`src/rtl/assert_macros.svh`:
```
// Assertion macros for the RTL file that checks itself.
// Depends on nothing; include by bare file name.
`ifndef ASSERT_MACROS_SVH
`define ASSERT_MACROS_SVH

// Antecedent implies consequent in the same cycle, outside reset
`define ASSERT_IMPLIES(label, clk, rst_n, ante, cons, msg) \
  label: assert property (@(posedge clk) disable iff (!rst_n) (ante) |-> (cons)) \
    else $error(msg);

// Expression holds at every clock edge, outside reset
`define ASSERT_ALWAYS(label, clk, rst_n, expr, msg) \
  label: assert property (@(posedge clk) disable iff (!rst_n) (expr)) \
    else $error(msg);

`endif

```
`src/rtl/pwlvi_pkg.sv`:
```
// Package for the voltage-to-current converter: widths, breakpoint table
// and per-segment constant helpers. Depends on nothing.
package pwlvi_pkg;

  localparam int unsigned IN_W        = 22;
  localparam int unsigned OUT_W       = 19;
  localparam int unsigned POINTS      = 20;
  localparam int unsigned SEGS        = POINTS - 1;
  localparam int unsigned SEG_IW      = $clog2(POINTS);
  // Widest segment in the table fits in DX_W bits
  localparam int unsigned DX_W        = 19;
  // Largest current step across one segment fits in DY_W bits
  localparam int unsigned DY_W        = 16;
  // Reciprocal scaling; must be at least DX_W so the quotient estimate is off by at most one
  localparam int unsigned RECIP_SHIFT = DX_W;
  localparam int unsigned K_W         = 16;
  localparam int unsigned Q_W         = DY_W;
  localparam int unsigned P_W         = DX_W + DY_W;

  localparam logic [IN_W-1:0] BP_VOLT [POINTS] = '{
    22'd45470,   22'd70411,   22'd139210,  22'd149846,  22'd154863,
    22'd194600,  22'd199260,  22'd578999,  22'd598937,  22'd623470,
    22'd628588,  22'd937611,  22'd1256687, 22'd1271388, 22'd1276470,
    22'd1555647, 22'd1605000, 22'd1929222, 22'd1934058, 22'd2047000
  };

  localparam logic signed [OUT_W-1:0] BP_CURR [POINTS] = '{
    19'sd9940,    19'sd7432,    19'sd414,     -19'sd556,    -19'sd1071,
    -19'sd5076,   -19'sd5572,   -19'sd43707,  -19'sd45770,  -19'sd48247,
    -19'sd48753,  -19'sd79809,  -19'sd111887, -19'sd113383, -19'sd113899,
    -19'sd142033, -19'sd146968, -19'sd179602, -19'sd180117, -19'sd193557
  };

  // Voltage span of one segment
  function automatic logic [DX_W-1:0] seg_width(input int unsigned s);
    logic [IN_W-1:0] d;
    d = BP_VOLT[s+1] - BP_VOLT[s];
    return d[DX_W-1:0];
  endfunction

  // Magnitude of the current step across one segment
  function automatic logic [DY_W-1:0] seg_rise(input int unsigned s);
    int d;
    d = int'(BP_CURR[s+1]) - int'(BP_CURR[s]);
    if (d < 0) d = -d;
    return DY_W'(d);
  endfunction

  // Current falls across the segment
  function automatic logic seg_falls(input int unsigned s);
    return BP_CURR[s+1] < BP_CURR[s];
  endfunction

endpackage

```
`src/rtl/piecewise_linear_voltage_to_current.sv`:
```
// Throughput: one item per cycle; busy is never raised, as nothing here can stall.
// Rate is set by the six-stage pipeline: compare, encode, lookup, multiply,
// multiply-back, correct. Reset (rst_n low, synchronous) clears all valid bits.
// Depends on pwlvi_pkg and assert_macros.svh.
`include "assert_macros.svh"

module piecewise_linear_voltage_to_current
  import pwlvi_pkg::*;
(
  input  logic                    clk,
  input  logic                    rst_n,
  input  logic                    start,
  output logic                    busy,
  input  logic [IN_W-1:0]         in_sample_microvolts,
  output logic                    out_valid,
  output logic signed [OUT_W-1:0] out_current_nanoamps
);

  // Per-segment constant tables
  logic [DX_W-1:0] w_tab   [SEGS];
  logic [DY_W-1:0] ady_tab [SEGS];
  logic            neg_tab [SEGS];
  logic [K_W-1:0]  k_tab   [SEGS];

  for (genvar g = 0; g < SEGS; g++) begin : g_seg
    // Scaled slope magnitude, rounded down
    localparam longint unsigned KV =
      (longint'(seg_rise(g)) << RECIP_SHIFT) / longint'(seg_width(g));
    assign w_tab[g]   = seg_width(g);
    assign ady_tab[g] = seg_rise(g);
    assign neg_tab[g] = seg_falls(g);
    assign k_tab[g]   = K_W'(KV);
  end

  logic accept;
  assign busy   = 1'b0;
  assign accept = start && !busy;

  // Stage registers
  logic                     v1_r, v2_r, v3_r, v4_r, v5_r, v6_r;
  logic [POINTS-1:0]        ge1_r, ge1_nxt;
  logic [IN_W-1:0]          x1_r, x2_r;
  logic [SEG_IW-1:0]        idx2_r, idx2_nxt;
  logic                     lo2_r, hi2_r;
  logic [DX_W-1:0]          dx3_r, dx3_nxt, w3_r, w4_r, w5_r;
  logic [K_W-1:0]           k3_r;
  logic [DY_W-1:0]          ady3_r;
  logic signed [OUT_W-1:0]  y03_r, y04_r, y05_r;
  logic                     neg3_r, neg4_r, neg5_r;
  logic [Q_W-1:0]           q4_r, q5_r;
  logic [P_W-1:0]           p4_r, p5_r, qw5_r;
  logic [K_W+DX_W-1:0]      mk4;
  logic [P_W-1:0]           rem6;
  logic [Q_W-1:0]           q6;
  logic signed [OUT_W-1:0]  y6_nxt, y6_r;

  // Compare the sample against every breakpoint
  always_comb begin
    for (int i = 0; i < POINTS; i++) begin
      ge1_nxt[i] = in_sample_microvolts >= BP_VOLT[i];
    end
  end

  // Encode the thermometer into a segment index
  always_comb begin
    idx2_nxt = '0;
    for (int i = 0; i < SEGS; i++) begin
      if (ge1_r[i] && !ge1_r[i+1]) idx2_nxt = idx2_nxt | SEG_IW'(i);
    end
    if (ge1_r[POINTS-1]) idx2_nxt = SEG_IW'(SEGS - 1);
  end

  // Offset into the segment; top clamp runs the full span, bottom clamp none
  always_comb begin
    logic [IN_W-1:0] diff;
    diff = x2_r - BP_VOLT[idx2_r];
    if (hi2_r) begin
      dx3_nxt = w_tab[idx2_r];
    end else if (lo2_r) begin
      dx3_nxt = '0;
    end else begin
      dx3_nxt = diff[DX_W-1:0];
    end
  end

  // Estimated quotient from the scaled slope
  assign mk4 = (K_W+DX_W)'(dx3_r) * (K_W+DX_W)'(k3_r);

  // Remainder check and final sum
  always_comb begin
    logic signed [OUT_W-1:0] qs;
    rem6 = p5_r - qw5_r;
    q6   = q5_r + Q_W'(rem6 >= P_W'(w5_r));
    qs   = $signed(OUT_W'(q6));
    y6_nxt = neg5_r ? (y05_r - qs) : (y05_r + qs);
  end

  // Advance valid bits
  always_ff @(posedge clk) begin
    if (!rst_n) begin
      v1_r <= 1'b0;
      v2_r <= 1'b0;
      v3_r <= 1'b0;
      v4_r <= 1'b0;
      v5_r <= 1'b0;
      v6_r <= 1'b0;
    end else begin
      v1_r <= accept;
      v2_r <= v1_r;
      v3_r <= v2_r;
      v4_r <= v3_r;
      v5_r <= v4_r;
      v6_r <= v5_r;
    end
  end

  // Advance payload
  always_ff @(posedge clk) begin
    ge1_r  <= ge1_nxt;
    x1_r   <= in_sample_microvolts;

    x2_r   <= x1_r;
    idx2_r <= idx2_nxt;
    lo2_r  <= !ge1_r[0];
    hi2_r  <= ge1_r[POINTS-1];

    dx3_r  <= dx3_nxt;
    w3_r   <= w_tab[idx2_r];
    k3_r   <= k_tab[idx2_r];
    ady3_r <= ady_tab[idx2_r];
    neg3_r <= neg_tab[idx2_r];
    y03_r  <= BP_CURR[idx2_r];

    q4_r   <= mk4[RECIP_SHIFT +: Q_W];
    p4_r   <= P_W'(dx3_r) * P_W'(ady3_r);
    w4_r   <= w3_r;
    y04_r  <= y03_r;
    neg4_r <= neg3_r;

    qw5_r  <= P_W'(q4_r) * P_W'(w4_r);
    p5_r   <= p4_r;
    q5_r   <= q4_r;
    w5_r   <= w4_r;
    y05_r  <= y04_r;
    neg5_r <= neg4_r;

    y6_r   <= y6_nxt;
  end

  assign out_valid            = v6_r;
  assign out_current_nanoamps = y6_r;

  // Checks
  `ASSERT_IMPLIES(a_latency, clk, rst_n, out_valid, $past(start && !busy, 6), "result without item")
  `ASSERT_IMPLIES(a_offset, clk, rst_n, v3_r, dx3_r <= w3_r, "offset beyond segment")
  `ASSERT_IMPLIES(a_remainder, clk, rst_n, v5_r && p5_r >= qw5_r, rem6 < P_W'({w5_r, 1'b0}), "quotient estimate off by more than one")
  `ASSERT_IMPLIES(a_estimate, clk, rst_n, v5_r, p5_r >= qw5_r, "quotient estimate too large")

endmodule

```
`config.mk`:
```
export PLATFORM = sky130hd
export DESIGN_NAME = piecewise_linear_voltage_to_current
export DESIGN_NICKNAME = d
export VERILOG_FILES = /design/src/rtl/pwlvi_pkg.sv /design/src/rtl/piecewise_linear_voltage_to_current.sv
export VERILOG_INCLUDE_DIRS = /design/src /design/src/rtl
export SDC_FILE = /design/constraint.sdc
export NUM_CORES = 2
export LEC_CHECK = 0
export ABC_AREA = 1
export ABC_CLOCK_PERIOD_IN_PS = 15000
export BUFFER_PORTS_ARGS = -buffer_cell sky130_fd_sc_hd__buf_2
export CAP_MARGIN = 15
export CORE_MARGIN = 3
export CORE_UTILIZATION = 50
export DETAILED_ROUTE_END_ITERATION = 8
export GPL_TIMING_DRIVEN = 0
export HOLD_SLACK_MARGIN = 0.05
export PLACE_DENSITY_LB_ADDON = 0.05
export SYNTH_ARGS = -nofsm -noshare
export SYNTH_HDL_FRONTEND = slang
export SYNTH_SLANG_ARGS = --single-unit
```
`constraint.sdc`:
```
create_clock -name clk -period 15 [get_ports clk]
set_input_delay 3 -clock clk [delete_from_list [all_inputs] [get_ports clk]]
set_output_delay 3 -clock clk [all_outputs]
set_load 0.05 [all_outputs]
```
Yosys cells after proc, flatten, opt, wreduce, memory -nomap -nowiden
Memory sizes are Yosys's and may differ from the RTL's. A register that Yosys moved wholly into a read port is not among the register bits.
Index checks and enable logic that the tools add are counted.
{"block": "word_totals", "register_bits": 343, "elab_cells": 127, "rom_bits": 2976, "out_inout_bits": 21, "n_memories": 6, "ram_bits": 0, "latchBits": 0, "inputBits": 25}
{"name": "(no name shown)", "depth": 32, "width": 22, "rd": 1, "rd_ports_with_merged_regs": 0, "write_ports": 0, "line": "piecewise_linear_voltage_to_current.sv:76", "source": "diff = x2_r - BP_VOLT[idx2_r];"}
{"name": "(no name shown)", "depth": 32, "width": 19, "rd": 1, "rd_ports_with_merged_regs": 1, "write_ports": 0, "line": "piecewise_linear_voltage_to_current.sv:132", "source": "y03_r <= BP_CURR[idx2_r];"}
{"name": "(no name shown)", "depth": 32, "width": 19, "rd": 1, "rd_ports_with_merged_regs": 0, "write_ports": 0, "line": "piecewise_linear_voltage_to_current.sv:128", "source": "w3_r <= w_tab[idx2_r];"}
{"name": "(no name shown)", "depth": 32, "width": 16, "rd": 1, "rd_ports_with_merged_regs": 1, "write_ports": 0, "line": "piecewise_linear_voltage_to_current.sv:130", "source": "ady3_r <= ady_tab[idx2_r];"}
{"name": "(no name shown)", "depth": 32, "width": 16, "rd": 1, "rd_ports_with_merged_regs": 1, "write_ports": 0, "line": "piecewise_linear_voltage_to_current.sv:129", "source": "k3_r <= k_tab[idx2_r];"}
{"name": "(no name shown)", "depth": 32, "width": 1, "rd": 1, "rd_ports_with_merged_regs": 1, "write_ports": 0, "line": "piecewise_linear_voltage_to_current.sv:131", "source": "neg3_r <= neg_tab[idx2_r];"}
{"block": "op_classes", "bitwise": 1, "order_cmp": 22, "eq_ne": 0, "n_reduce_logical": 39, "div_mod_pow": 0, "n_addsub": 5, "multipliers": 3, "mux": 23, "shift": 0}
{"cell": "$ge A22 B21 Y1 const B", "count": 8}
{"cell": "$mux W19", "count": 7}
{"cell": "$ge A22 B18 Y1 const B", "count": 5}
{"cell": "$ge A22 B20 Y1 const B", "count": 5}
{"cell": "$mul A19 B16 Y35", "count": 2}
{"cell": "$ge A35 B19 Y1", "count": 1}
{"cell": "$mul A16 B19 Y35", "count": 1}
{"cell": "$sub A35 B35 Y35", "count": 1}
{"cell": "$mux W4", "count": 8}
{"cell": "$ge A22 B16 Y1 const B", "count": 1}
{"cell": "$ge A22 B17 Y1 const B", "count": 1}
{"cell": "$add A19 B17 Y19", "count": 1}
{"cell": "$logic_not A1 Y1", "count": 19}
{"cell": "$sub A19 B17 Y19", "count": 1}
{"cell": "$sub A19 B19 Y19", "count": 1}
{"cell": "$logic_and A1 B1 Y1", "count": 18}
{"cell": "$add A16 B1 Y16", "count": 1}
{"cell": "$mux W3", "count": 4}
{"cell": "$ge A6 B6 Y1 const B", "count": 1}
{"cell": "$not A5 Y6", "count": 1}
{"cell": "$mux W2", "count": 2}
{"cell": "$reduce_or A4 Y1", "count": 1}
{"cell": "$mux W1", "count": 2}
{"cell": "$reduce_or A2 Y1", "count": 1}

Depth between registers and ports, before layout
{"block": "depth", "word_depth": 18, "depth_mapped": 42, "mapped_depth_nobuf": 42}

Worst setup path after synthesis
No wires, ideal clock.
{"block": "synth_timing", "path_type": "reg2reg", "startpoint": "register dx3_r[1]", "endpoint": "register p4_r[30]", "path_stages_with_launch": 21, "period_less_slack_ns": 5.665, "setup_time_ns": 0.127, "arrival_ns": 5.539, "setup_slack_ns": 9.335, "n_path_buf": 2, "t_required_ns": 14.873, "cell_sequence": "dfxtp_1 clkbuf_1 buf_1 nand2_1 fa_1 inv_1 fa_1 fa_1 inv_1 fa_1 fa_1 inv_1 fa_1 ha_1 nand2_1 inv_1 a21oi_1 o21ai_0 a221oi_1 o21ai_0 xor2_1"}
{"block": "synth_between", "elab_chain_cells": 1}
{"item": "start, declared", "line": "piecewise_linear_voltage_to_current.sv:45", "source": "logic [DX_W-1:0] dx3_r, dx3_nxt, w3_r, w4_r, w5_r;"}
{"item": "start signal, assigned", "line": "piecewise_linear_voltage_to_current.sv:127", "source": "dx3_r <= dx3_nxt;"}
{"item": "$mul A19 B16 Y35", "line": "piecewise_linear_voltage_to_current.sv:135", "source": "p4_r <= P_W'(dx3_r) * P_W'(ady3_r);"}
{"item": "end signal, assigned", "line": "piecewise_linear_voltage_to_current.sv:135"}
{"item": "end, declared", "line": "piecewise_linear_voltage_to_current.sv:51", "source": "logic [P_W-1:0] p4_r, p5_r, qw5_r;"}
Every way passes these cells.
A chain may end at the register's enable or synchronous reset.

Worst setup path after layout
{"block": "layout_timing", "startpoint": "register dx3_r[1]", "endpoint": "register p4_r[28]"}
Same word-level chain as after synthesis.

==> metrics.sh <==
SYNTH.FF_LATCH_COUNT=388
ROUTE.ANTENNA.REMAINING_NETS=0
WORSTPATHBUFFERINVERTERCOUNT=5
FINALCLOCKSKEW_NS=0.0430
GLOBAL_ROUTE.USAGE.TOTAL_PCT=31.1
TIMING.CRITICAL_PATH.ARRIVAL_NS=7.86
DIE-HEIGHT_UM=307
MAX_CAP_VIOLATIONS=0
CTSROOTBUFFERMASTER='clkbuf_16'
CP_SLOWEST_CELL='buf_1'
PIN_COUNT_OF_THE_BIGGEST_NET_ENTERING_GLOBAL_ROUTING=18
HOLD_VIOLATIONS=0
POSTCTSHOLDBUFS=0
DIE_AREA_UM2=94500
YOSYSTOPAREACELL='fa_1'
LAUNCHING_POINT_OF_THE_WORST_REG2REG_PATH='dx3_r[1]$_DFF_P_'
REGTOREGENDPOINT='p4_r[28]$_DFF_P_'
SYNTHESIS.YOSYS.WARNINGS=0
FIN_NETS=7044
FINAL_CELL_MIX='nand2_1 (1,501), inv_1 (1,415), fa_1 (695)'
SETUP.WORST_PATH.CLASS='flip-flop to flip-flop'
DETAILROUTE.WIRELENGTH.MET2_MM=66.8
PORT_BUFFERS=44
CP_SLOWEST_STAGE_DELAY_NS=0.65
FIN_TNS_SETUP_NS=0
ASYNC_RESET_FF_SHARE_PCT=0
REG2REG_SETUP_SLACK_NS=7.59
NUMBER_OF_INSTANCES_ON_THE_WORST_HOLD_PATH=0
DRC=0
NUM_VIAS=37300
FINALSETUPVIOLATIONS=0
SETUP.WORST_PATH.START_CLASS='flip-flop'
POSTCTSRESIZEDCELLS=0
SYNTHDISTINCTLIBCELLS=68
CRIT_TOP_CELL='fa_1'
CLK-INSERTION-DELAY-LATE_NS=0.60
DETAIL_ROUTE.WL_PER_CELL_UM=20.0
ANTENNA_FOUND_INITIAL=7
VIA_COUNT_OF_THE_FIRST_GLOBAL_ROUTING_PASS=38800
FLOORPLAN.ROWS=109
CLK_PIN_SLEW_WORST_PATHS_NS=0.06
CP_DATA_REQUIRED_TIME_NS=15.45
DRT_FIRST_ITER_VIOLATIONS=2396
HOLD_END='w4_r[10]$_DFF_P_'
SYNTH.AVG_CELL_AREA_UM2=7.83
TOP_LAYER='met5'
CTS_SETUP_BUFFERS=0
CP_TOP_FAMILY='adder cells'
CLOCK-SINKS=388
POSTSYNTH.TOPFLOPCELL='dfxtp_1'
START_UTIL_PCT=50.9
CLK_PATH_BUF_DEPTH=3
SYN-CELL-AREA_UM2=45400
END_KIND='flip-flop'
GRT_SETUP_UNREPAIRED='no'
GROWTH_OF_DESIGN_AREA_FROM_SYNTHESIS_TO_FINISH_PCT=7.02
NETLIST_INSTANCES=5806
CRITPATHMAXFANOUT=10
FINAL_LAYOUT_SIZE_SUFFIX_GT1_SHARE_PCT=2.72
LAYOUT_WORST_PATH_CYCLE_SHARE_PCT=49.4
SYNTH_ENABLE_FLOP_CELLS=0
RESULT_OF_THE_RUN='finished clean'
GLOBALPLACE.CONGESTION=0.994
MET3_LENGTH_MM=10.3
FINAL_COMMON_CELL='nand2_1'
TRITONCTS_CLOCK_TREE='yes'
TIMING.FINAL.MAX_SLEW_VIOLATIONS=0
DPL.HPWL_MM=120
VIASPERCELL=5.25
SYNTH_SEQUENTIAL_AREA_RATIO_PCT=17.1
SYNTHTOPCELLSBYAREA='fa_1 (31%), dfxtp_1 (17%), nand2_1 (12%), ha_1 (12%), inv_1 (12%)'
FINAL.MIN_CLOCK_PERIOD_NS=7.41
MAXCLOCKFREQUENCY_MHz=135
SYNTH.NET_COUNT=6956
GRT_PASS1_WL_MM=224
MIN-DELAY-PATH-CLASS='flip-flop to flip-flop'
CRIT_CHAIN='clkbuf_1, buf_1, nand2_1, fa_1, inv_1, fa_1, fa_1, inv_1, fa_1, fa_1, inv_1, fa_1, ha_1, nand2_1, nor4_1, nand2_1, o211ai_1, a21oi_1, xnor2_1'
FRACTION_OF_POST_SYNTHESIS_CELL_AREA_IN_THE_TOP_CELL_TYPE_BY_AREA_PCT=30.6
FIRST_PASS_ITERS=6
IO_PINS=46
REG2REGPATHDEPTH=19
WORST_SLEW_MARGIN_REL_PCT=31.3
NUMCTSBUFFERS=42
DIEWIDTH_UM=307
DRT-MET1-WL_MM=59.6
CLOCK_TREE.HTREE_LEVEL_COUNT=2
CORE_BOX_AREA_UM2=89200
MIN-DELAY-START='w3_r[10]$_DFF_P_'
WIRELENGTH_MM=142
GLOBALROUTE.TOTALOVERFLOW=0
TIGHTEST_SLEW_NS=1.02
-- registers in the layout, summed over array words and instances (netlist names), 18 cells and up --
register,count
x2_r,19
w5_r,18
y03_r,19
w4_r,18
x1_r,19
out_current_nanoamps,19
dx3_r,19
y05_r,19
qw5_r,35
y04_r,19
ge1_r,20
w3_r,18
p4_r,35
p5_r,35
-- worst max-delay path by stage --
stage / from / to / slack [ns] / cells after the start
after detailed placement: dx3_r[1]$_DFF_P_ / p4_r[28]$_DFF_P_ / 7.66 / 19
final: dx3_r[1]$_DFF_P_ / p4_r[28]$_DFF_P_ / 7.59 / 19
after floorplan: dx3_r[1]$_DFF_P_ / p4_r[30]$_DFF_P_ / 9.33 / 20
after global placement: dx3_r[1]$_DFF_P_ / p4_r[28]$_DFF_P_ / 7.75 / 19
after global routing: dx3_r[1]$_DFF_P_ / p4_r[28]$_DFF_P_ / 7.30 / 19
after CTS: dx3_r[1]$_DFF_P_ / p4_r[28]$_DFF_P_ / 7.62 / 19
-- layout make-up --
cell class                      instances  area, um2
Clock buffer                           53       1170
Buffer                                213        813
Timing Repair Buffer                   44        220
Multi-Input combinational cell       3785      31500
Sequential cell                       388       7770
Fill cell                            8725      40600
Inverter                             1420       5330
Clock inverter                         24        319
Antenna cell                            7       17.5
Tap cell                             1165       1460
-- Yosys cell counts (5+ instances only) --
master	number
nor2_1	249
nand2_1	1501
a221oi_1	5
o21ai_0	149
buf_2	5
o21a_1	8
o21ai_1	9
nor2_2	5
xor2_1	88
a31oi_1	38
o31ai_1	12
fa_1	695
nand3_2	6
nor3_2	6
o211ai_1	20
a21o_1	20
o21bai_1	10
a21oi_1	218
o22ai_1	6
nand3_1	119
xnor2_1	37
buf_1	23
o2111ai_1	5
a211oi_1	6
dfxtp_1	388
ha_1	430
nor4_1	12
nand3b_1	6
o221ai_1	12
clkbuf_1	183
inv_1	1415
nand4_1	28
nor3_1	33
-- metrics by stage --
step                util, %  instances  hold slack (ns)  setup WS (ns)  instance area, um2
finish                 54.5       7099            0.317           7.59               48600
global route           54.5       7094            0.315           7.30               48600
CTS                    54.5       7092            0.322           7.62               48600
detailed placement     52.8       7015            0.312           7.66               47100
global placement       52.8       7015            0.310           7.75               47100
floorplan                 -       5806            0.310           9.33               45400
-- worst reg2reg max path, cell delays in order, from the launching register on --
cell and delay, ns:
dfxtp_1 0.58, clkbuf_1 0.50, buf_1 0.66, nand2_1 0.18
fa_1 0.57, inv_1 0.06, fa_1 0.52, fa_1 0.55
inv_1 0.05, fa_1 0.52, fa_1 0.55, inv_1 0.06
fa_1 0.47, ha_1 0.37, nand2_1 0.12, nor4_1 0.39
nand2_1 0.10, o211ai_1 0.51, a21oi_1 0.16, xnor2_1 0.36
-- layer usage --
layer | global-route usage [%] | vias up
met4 | 10.8 | 6
met5 | 0 | -
li1 | - | 17500
met2 | 52.2 | 1230
met1 | 40.0 | 18200
met3 | 6.40 | 281
-- cell families after synthesis --
| kind of cell | synth area share [%] |
|---|---|
| AO/OA/AOI/OAI | 7.14 |
| buffers and inverters | 13.5 |
| AND/OR/NAND/NOR | 17.4 |
| XOR/XNOR | 2.41 |
| other | 0.00825 |
| flip-flops | 17.1 |
| adder cells (fa/ha/maj) | 42.5 |
Power is left out: the tool's default activity adds up to more than one toggle a clock period on the data nets, which glitch-free logic cannot reach.
